===== src/sv/mbeg_pkg.sv =====
// ----------------------------------------------------------------------------
// mbeg_pkg
// Shared types and constants of the mel band edge generator.
// ----------------------------------------------------------------------------
`default_nettype none

package mbeg_pkg;

  localparam int unsigned MaxFft = 65536;

  // 2595*log10(2) in Q16
  localparam logic [25:0] MEL_K    = 26'd51194943;
  // floor(2^56 / MEL_K): reciprocal for the mel to log2 step
  localparam logic [31:0] MEL_RECIP = 32'd1407513903;
  localparam logic [9:0]  HZ_BASE  = 10'd700;
  localparam logic [31:0] ONE_Q30  = 32'h4000_0000;
  localparam logic [4:0]  IP_MAX   = 5'd20;

  // last index of the root table and of the log squaring loop (27 entries / steps)
  localparam logic [4:0]  LAST_ROOT = 5'd26;
  localparam logic [4:0]  LAST_LOG  = 5'd26;

  // divider step counts, sized to the numerator bound of each use
  localparam logic [5:0]  OFF_STEPS = 6'd38;
  localparam logic [5:0]  NUM_STEPS = 6'd52;

  typedef enum logic [2:0] {
    REG_SAMPLE_RATE = 3'd0,
    REG_FFT_LENGTH  = 3'd1,
    REG_BAND_COUNT  = 3'd2,
    REG_LOW_FREQ    = 3'd3,
    REG_HIGH_FREQ   = 3'd4
  } cfg_reg_t;

  typedef enum logic [3:0] {
    ST_ROOT,
    ST_IDLE,
    ST_LOG_INIT,
    ST_LOG_STEP,
    ST_MEL,
    ST_SPAN,
    ST_OFF_START,
    ST_OFF_WAIT,
    ST_T_START,
    ST_T_WAIT,
    ST_POW,
    ST_P_MUL,
    ST_HZ,
    ST_NUM_START,
    ST_NUM_WAIT,
    ST_EMIT
  } state_t;

  typedef struct packed {
    logic       start;
    logic [5:0] steps;
  } div_req_t;

endpackage

`default_nettype wire


===== src/sv/mbeg_div.sv =====
// ----------------------------------------------------------------------------
// mbeg_div
// Restoring divider, one quotient bit per cycle. The numerator is given
// left aligned so that only the requested number of steps is run.
// ----------------------------------------------------------------------------
`default_nettype none

module mbeg_div (
  input  wire logic              clk,
  input  wire logic              rst,
  input  wire mbeg_pkg::div_req_t req,
  input  wire logic [63:0]       num,
  input  wire logic [33:0]       den,
  output logic                   busy,
  output logic [63:0]            quo,
  output logic [33:0]            rem
);

  logic [5:0]  count;
  logic [33:0] den_q;
  logic [34:0] trial;
  logic [34:0] diff;
  logic        fits;

  assign trial = {rem, quo[63]};
  assign fits  = trial >= {1'b0, den_q};
  assign diff  = trial - {1'b0, den_q};

  always_ff @(posedge clk) begin
    if (rst) begin
      busy  <= 1'b0;
      count <= '0;
    end else if (req.start) begin
      busy  <= 1'b1;
      count <= req.steps;
    end else if (busy) begin
      count <= count - 6'd1;
      if (count == 6'd1) begin
        busy <= 1'b0;
      end
    end
  end

  always_ff @(posedge clk) begin
    if (req.start) begin
      quo   <= num;
      rem   <= '0;
      den_q <= den;
    end else if (busy) begin
      quo <= {quo[62:0], fits};
      rem <= fits ? diff[33:0] : trial[33:0];
    end
  end

endmodule

`default_nettype wire


===== config.mk =====
export PLATFORM = sky130hd
export DESIGN_NAME = mbeg_div
export DESIGN_NICKNAME = d
export VERILOG_FILES = /design/src/sv/mbeg_pkg.sv /design/src/sv/mbeg_div.sv
export SDC_FILE = /design/constraint.sdc
export NUM_CORES = 1
export LEC_CHECK = 0
export BUFFER_PORTS_ARGS = -buffer_cell sky130_fd_sc_hd__buf_2
export CORE_MARGIN = 1.5
export CORE_UTILIZATION = 45
export DETAILED_ROUTE_END_ITERATION = 7
export GPL_TIMING_DRIVEN = 0
export PLACE_DENSITY = 0.7
export RECOVER_POWER = 50
export SETUP_SLACK_MARGIN = 0.3
export SLEW_MARGIN = 25
export SYNTH_ARGS = -nofsm -noshare
export SYNTH_HDL_FRONTEND = slang
export SYNTH_SLANG_ARGS = --single-unit

===== constraint.sdc =====
create_clock -name clk -period 3.95 [get_ports clk]
set_input_delay 0.79 -clock clk [delete_from_list [all_inputs] [get_ports clk]]
set_output_delay 0.79 -clock clk [all_outputs]
set_load 0.005 [all_outputs]

* Word-level counts from Yosys, hierarchy flattened
Cells that the tools add are included. W data, S select, Z words.
Operators by class: add/subtract/negate cells 2, $lt $le $gt $ge 1, eq/ne operators 1, mux-type cells 8, reduce and logical (&&, ||, !) cells 1
Operators by type and width (number):
- $mux W64 | 2
- $ge A35 B34 Y1 | 1
- $mux W34 | 1
- $sub A34 B34 Y34 | 1
- $mux W6 | 2
- $eq A6 B1 Y1 const B | 1
- $sub A6 B1 Y6 const B | 1
- $mux W1 | 3
- $reduce_bool A2 Y1 | 1
Storage, ports and cells: flip-flop bits (word level) 139, bits of input ports 107, word-level logic and storage cells 18

* Depth between registers and ports, before layout
Gate-level depths: netlist (run 1).
depth in word-level cells 4, depth in mapped cells 14

* Worst setup path after synthesis (run 1)
OpenSTA, ideal clock, no wires.
path type in2reg, start input port req[6] (netlist bit), end register quo[0], enable pin, arrival 2.750 ns, required time 3.532 ns, path slack 0.782 ns, stages 4, cell sequence clkbuf_1 clkbuf_1 nor2_1 inv_1
Between the ends: cells in the longest elaborated chain, start to end 1
Ends and longest elaborated chain:
- start: declaration | RTL line mbeg_div.sv:11 | input wire mbeg_pkg::div_req_t req,
- $reduce_bool A2 Y1 (no source line)
- end signal: assignment | RTL line mbeg_div.sv:46 | quo <= num;
- end signal: assignment | RTL line mbeg_div.sv:50 | quo <= {quo[62:0], fits};
- end: declaration | RTL line mbeg_div.sv:15 | output logic [63:0] quo,
No other way between the ends. A chain may end at the register's enable or synchronous reset.

* Worst setup path after layout (run 1)
start input port req[6] (netlist bit), end register quo[5], enable pin
The elaborated chain is that of the path after synthesis.

==> metrics.cfg, run 1 <==
[clocking]
clock_latency_ns=0.43
cts_tree=yes
cts_made_buffers=17
clk_pin_slew_ns=0.06
cts_resized=0
post-cts-setup-buffer-count=0
cts_hold_buf=0
cts_buffer_depth=2
cts-root-buf=clkbuf_16
clock-sinks=139
htreeDepth=4

[yosys]
synth_ff_type=edfxtp_1
synthAdderAreaFrac=0.0618
ys_top_cells_by_area=edfxtp_1, dfxtp_1, mux2_2, ha_1, a21oi_1
synthesis.area_sq_um=7620
seq_area_frac_synth=0.494
syn-mean-instance-area_sq_um=10.8
synth_top_family_by_area=compound AO/OA/AOI/OAI gates
ys_warn_count=0
synth-compound-area-share=0.148
synth_edf_count=98
netlist.area_leader.share=0.386
synth_seq_cells=139
yosys.area_share.simple=0.0976
synth_cell_types=61
synth_xor_area_frac=0.0356
async_flop_share=0
syn_inst=703
syn_nets=847
yosysTopAreaCell=edfxtp_1
synth.area.mux_share=0.117

[pwr]
irDropWorstVdd_v=0.000468
p_leak_nw=4.01
p_per_area_nw_per_um2=452

[routing]
wl_per_cell_microns=17.3
viasPerCell=5.25
met3_wirelength_microns=1410
dr.max_layer_used=met5
totalWireLength_microns=20100
vias=6088
dr.first_iter.drc_count=366
dr.pass1.iters=4
ant_nets=0
met1_length_microns=8480
remaining_drc_errors=0
wl_met2_microns=9950

[critical_path]
critical_path.startpoint=req[6]
critPathArrivalTime_ns=3.39
required_ns=4.05
path_common_cell=clkbuf_1
r2r_start=quo[63]
slowest_stage=buf_2
crit_fanout=52
cp_cell_sequence=buf_2 > clkbuf_1 > clkbuf_1 > nor2_1 > inv_4 > buf_16
worstReg2RegEnd=rem[24]
r2r_slack_ns=0.79
crit_type=in2reg
startpoint_type=input port
reg2reg_depth=13
cpPeakStageDelay_ns=0.63
worstSetupEndpointType=register

[floorplan]
fp.dieArea_sq_um=17700
start_util=0.459
die_w_microns=133
rows=47
die_h_microns=133
ioPinCount=206
coreArea_sq_um=16600

[global_routing]
grt_max_degree=53
grt_use_total=0.230
grt_overflow=0
grt_pass1_wl_microns=31900
antenna_found_initial=1
grt_pass1_vias=6155

[finish]
most-common-layout-cells=buf_2, edfxtp_1, nor2_1
instances_no_fill=1160
multiInputGateArea_sq_um=3500
nFillCells=1479
register_area_sq_um=3760
antenna_cells=0
syn_to_final_growth_pct=24.2
fin_nets=1072
final_common_cell=buf_2
drive_above_1_share=0.306

[timing]
timing.final.crit_period_ns=3.29
setup_viol=0
fin_crit_sh=0.832
rsz0062_at_grt=false
finalHoldViolations=0
drv_slew=0
max_freq_ghz=0.304
tightestPinTransition_ns=0.840
slew_headroom=0.440
tns_ns=0
finClkSkew_ns=0.0106

[flow_run]
drv_cap=0

[placement]
dp_hpwl_microns=15100
port_buffers=205
dpl.cell_count=1129
gp_congestion=0.894

[outcome]
status=finished, final reports clean

[worst_hold_path]
hp-class=reg2reg
min_from=rem[30]
min_path_cells=2
whs_endpoint=rem[30]

## where the power goes
part           total (mW)  leakage (nW)  internal [mW]  switching [mW]
Clock                1.58         0.279          0.890           0.687
Sequential           1.81          1.31           1.72          0.0870
Combinational       0.900          2.42          0.401           0.499
## state kept, by name, indices dropped and copies added, names as in the netlist
name / count
count: 6
rem: 34
den_q: 34
busy: 1
quo: 64
## cells in the mapped netlist, drive strengths merged (2+ instances only)
cell type / n
nand2b: 3
nand2: 36
dfxtp: 41
a21oi: 59
nor2: 76
edfxtp: 98
o22ai: 2
a311oi: 5
or4: 2
inv: 51
and2: 3
nor4: 5
nor4b: 2
a31oi: 3
xnor2: 18
and3: 2
nand3: 10
a31o: 4
or3: 2
ha: 36
nor2b: 3
a22oi: 2
nand4: 7
clkbuf: 21
o21ai: 29
mux2: 66
a211oi: 29
or2: 2
xor2: 13
a221oi: 2
o31a: 2
a21o: 10
buf: 12
o21a: 4
mux2i: 14
o21bai: 7
o211ai: 3
nor3: 7
nand3b: 2
## critical path, delay by kind of cell
family / cells / cell delay [ns]
buffers and inverters: 5 / 2.19
AND/OR/NAND/NOR: 1 / 0.35
## cell type report
| class | count | area share |
|---|---|---|
| sequential | 139 | 0.398 |
| clock buffer | 17 | 0.0450 |
| timing repair buffer | 206 | 0.105 |
| tap | 220 | 0.0291 |
| inverter | 51 | 0.0205 |
| multi-input combinational | 480 | 0.370 |
| buffer | 33 | 0.0165 |
| clock inverter | 14 | 0.0160 |
## cell families (layout without fill, tap and decap cells)
group                    after synthesis  in the layout
buffers and inverters                 84            321
flip-flops                           139            139
AND/OR/NAND/NOR                      163            163
multiplexers                          80             80
AO/OA/AOI/OAI                        169            169
XOR/XNOR                              31             31
adder cells (fa/ha/maj)               37             37
## stage by stage
step	worst slack, ns	instance area [sq um]	util	hold WS, ns	power (mW)
2_1_floorplan	0.782	7620	-	0.480	2.42
3_3_place_gp	-1.23	8920	0.538	0.488	2.73
3_5_place_dp	0.0967	8950	0.540	0.490	2.74
4_1_cts	0.553	9520	0.574	0.502	4.32
5_1_grt	0.412	9460	0.571	0.521	4.49
6_report	0.663	9460	0.571	0.503	4.28
## per-layer routing
layer  GRT usage  up-vias
li1            -     3017
met1       0.275     2868
met2       0.403      185
met3      0.0765       16
met4      0.0519        2
met5           0        -
## worst max-delay path by stage
stage | depth (start not counted) | endpoint | slack (ns)
6_report | 6 | quo[5] | 0.66
5_1_grt | 6 | quo[11] | 0.41
4_1_cts | 6 | quo[22] | 0.55
3_5_place_dp | 6 | quo[11] | 0.1
3_3_place_gp | 5 | quo[11] | -1.23
2_1_floorplan | 4 | quo[0] | 0.78
Note: power is estimated with default switching activity, not from simulation.
==> inputs of run 2 (changes only) <==
==> constraint.sdc (replaced) <==
create_clock -name clk -period 3.3 [get_ports clk]
set_input_delay 0.66 -clock clk [delete_from_list [all_inputs] [get_ports clk]]
set_output_delay 0.66 -clock clk [all_outputs]
set_load 0.005 [all_outputs]
==> metrics.cfg, run 2 (synthesis results as in run 1) <==
[global_routing]
grt_max_degree=36  ; -32%
grt_overflow=0  ; unchanged
grt_pass1_wl_microns=31600  ; -0.95%
antenna_found_initial=2  ; +1
grt_use_total=0.231  ; +0.000866
grt_pass1_vias=6174  ; +0.31%

[finish]
fin_nets=1085  ; +1.2%
largest_register=quo
most-common-layout-cells=buf_2, edfxtp_1, nor2_1
top_regs=quo (64), den_q (34), rem (34)
syn_to_final_growth_pct=26.4
largest_reg_flops=64  ; unchanged
nFillCells=1499  ; +1.4%
drive_above_1_share=0.325  ; +0.0189
final_common_cell=buf_2
final_util=0.581  ; +0.00988

[timing]
timing.final.crit_period_ns=2.96
hold_ws_ns=0.406  ; -0.0961 ns
finClkSkew_ns=0.0103  ; -0.000273 ns
finalHoldViolations=0  ; unchanged
drv_slew=0  ; unchanged
setup_viol=0  ; unchanged
tightestPinTransition_ns=0.841  ; +0.000991 ns
fin_crit_sh=0.897
layout_setup_ws_ns=0.339  ; -0.324 ns
tns_ns=0  ; unchanged
slew_headroom=0.439  ; -0.000661
max_freq_ghz=0.338
rsz0062_at_grt=true

[worst_hold_path]
min_path_cells=1  ; -1
min_from=den[8]
whs_endpoint=den_q[8]
hp-class=in2reg

[routing]
ant_nets=0  ; unchanged
remaining_drc_errors=0  ; unchanged
totalWireLength_microns=20200  ; +0.82%
dr.pass1.iters=4  ; unchanged
wl_per_cell_microns=17.2  ; -0.39%
viasPerCell=5.27  ; +0.43%
vias=6188  ; +1.6%
dr.first_iter.drc_count=333  ; -9.0%

[pwr]
power_mw=5.10  ; +19%
power_frac_seq=0.423  ; about the same
irDropWorstVdd_v=0.000367  ; -22%
swShare=0.302  ; +0.00516
netSwitchingPower_mw=1.54  ; +21%
comb_power_share=0.222  ; +0.012
intPower_mw=3.56  ; +18%
p_leak_nw=4.08  ; +1.6%
pwr-share-clk=0.355  ; -0.013
p_per_area_nw_per_um2=530  ; +17%

[outcome]
status=finished, final reports clean

[clocking]
cts-root-buf=clkbuf_16
clock-sinks=139  ; unchanged
cts_buffer_depth=2  ; unchanged
htreeDepth=4  ; unchanged
clk_pin_slew_ns=0.06  ; about the same
cts_tree=yes
cts_hold_buf=0  ; unchanged
clock_latency_ns=0.42  ; about the same
cts_made_buffers=17  ; unchanged

[placement]
port_buffers=205  ; unchanged
dp_hpwl_microns=15200  ; +0.45%
post-place-ws_ns=-0.743  ; -0.839 ns
gp_congestion=0.903  ; +0.97%

[critical_path]
r2r_start=rem[11]
r2r_slack_ns=0.39  ; -0.40 ns
reg2reg_depth=11  ; -2
crit_type=in2reg
crit_fanout=35  ; -33%
critPathArrivalTime_ns=3.09  ; -0.30 ns
worstReg2RegEnd=rem[15]
required_ns=3.43  ; -0.62 ns
startpoint_type=input port
worstSetupEndpointType=register

[floorplan]
ioPinCount=206  ; unchanged
coreArea_sq_um=16600  ; unchanged
rows=47  ; unchanged
die_w_microns=133  ; unchanged
fp.dieArea_sq_um=17700  ; unchanged
die_h_microns=133  ; unchanged
start_util=0.459  ; unchanged

[flow_run]
drv_cap=0  ; unchanged

## run 2: changes by cell type in the layout (fill, tap and decap cells not counted), moves of 2 or more
cell,before,now
o21ai_0,26,23
o21ai_1,2,5
a31o_2,4,2
a31o_4,0,2
buf_4,2,14
inv_6,4,6
clkbuf_1,70,66
inv_8,4,2
clkinvlp_4,2,4
buf_1,0,2
## run 2: per-layer routing
metal	vias to the layer above	GRT usage	part of all wire
met3	21	0.0803	0.073
met2	200	0.406	0.50
li1	3054	-	-
met4	2	0.0622	0.013
met1	2911	0.269	0.42
met5	-	0	0.00059
## run 2: per-stage QoR
| step | instances | cell area [sq um] |
|---|---|---|
| final | 1174 | 9630 |
| after detailed placement | 1130 | 8980 |
| after floorplan | 703 | 7620 |
| after CTS | 1167 | 9590 |
| after global routing | 1174 | 9630 |
| after global placement | 1128 | 8920 |
## run 2: power groups by stage
stage          Sequential, mW  Combinational [mW]  Clock (mW)
3_3_place_gp             2.20                1.07           0
4_1_cts                  2.16                1.12        1.85
6_report                 2.16                1.13        1.81
5_1_grt                  2.18                1.25        1.92
3_5_place_dp             2.20                1.09           0
2_1_floorplan            2.19               0.709           0
## run 2: what timing repair did
item | CTS | global route
endpoints found under the setup margin | 68 | 34
gates resized for setup | 3 | 16
setup buffers | 6 | 6
pin swaps | 3 | 14
## run 2: cell type report
cell class                      instances  area, sq um  share of cell area
Sequential cell                       139         3760               0.391
Inverter                               51          195              0.0203
Antenna cell                            1         2.50            0.000260
Timing Repair Buffer                  219         1110               0.116
Clock inverter                         14          131              0.0136
Multi-Input combinational cell        480         3560               0.369
Tap cell                              220          275              0.0286
Clock buffer                           17          425              0.0442
Buffer                                 33          164              0.0170
## run 2: worst max path at each step
stage | start | endpoint | slack (ns) | cells after the start
after global placement | req[6] | quo[11] | -1.17 | 5
after global routing | req[6] | quo[11] | 0.15 | 8
after CTS | den_q[1] | rem[25] | 0.31 | 11
final | req[6] | quo[11] | 0.34 | 8
after detailed placement | req[6] | quo[14] | -0.74 | 7
after floorplan | req[6] | quo[0] | 0.42 | 4
## run 2: worst max-delay path: stages
cell and delay [ns]:
buf_4 0.39, clkbuf_1 0.40, clkbuf_1 0.57, nor2_1 0.36
clkinvlp_4 0.15, buf_4 0.14, buf_16 0.18, buf_16 0.19
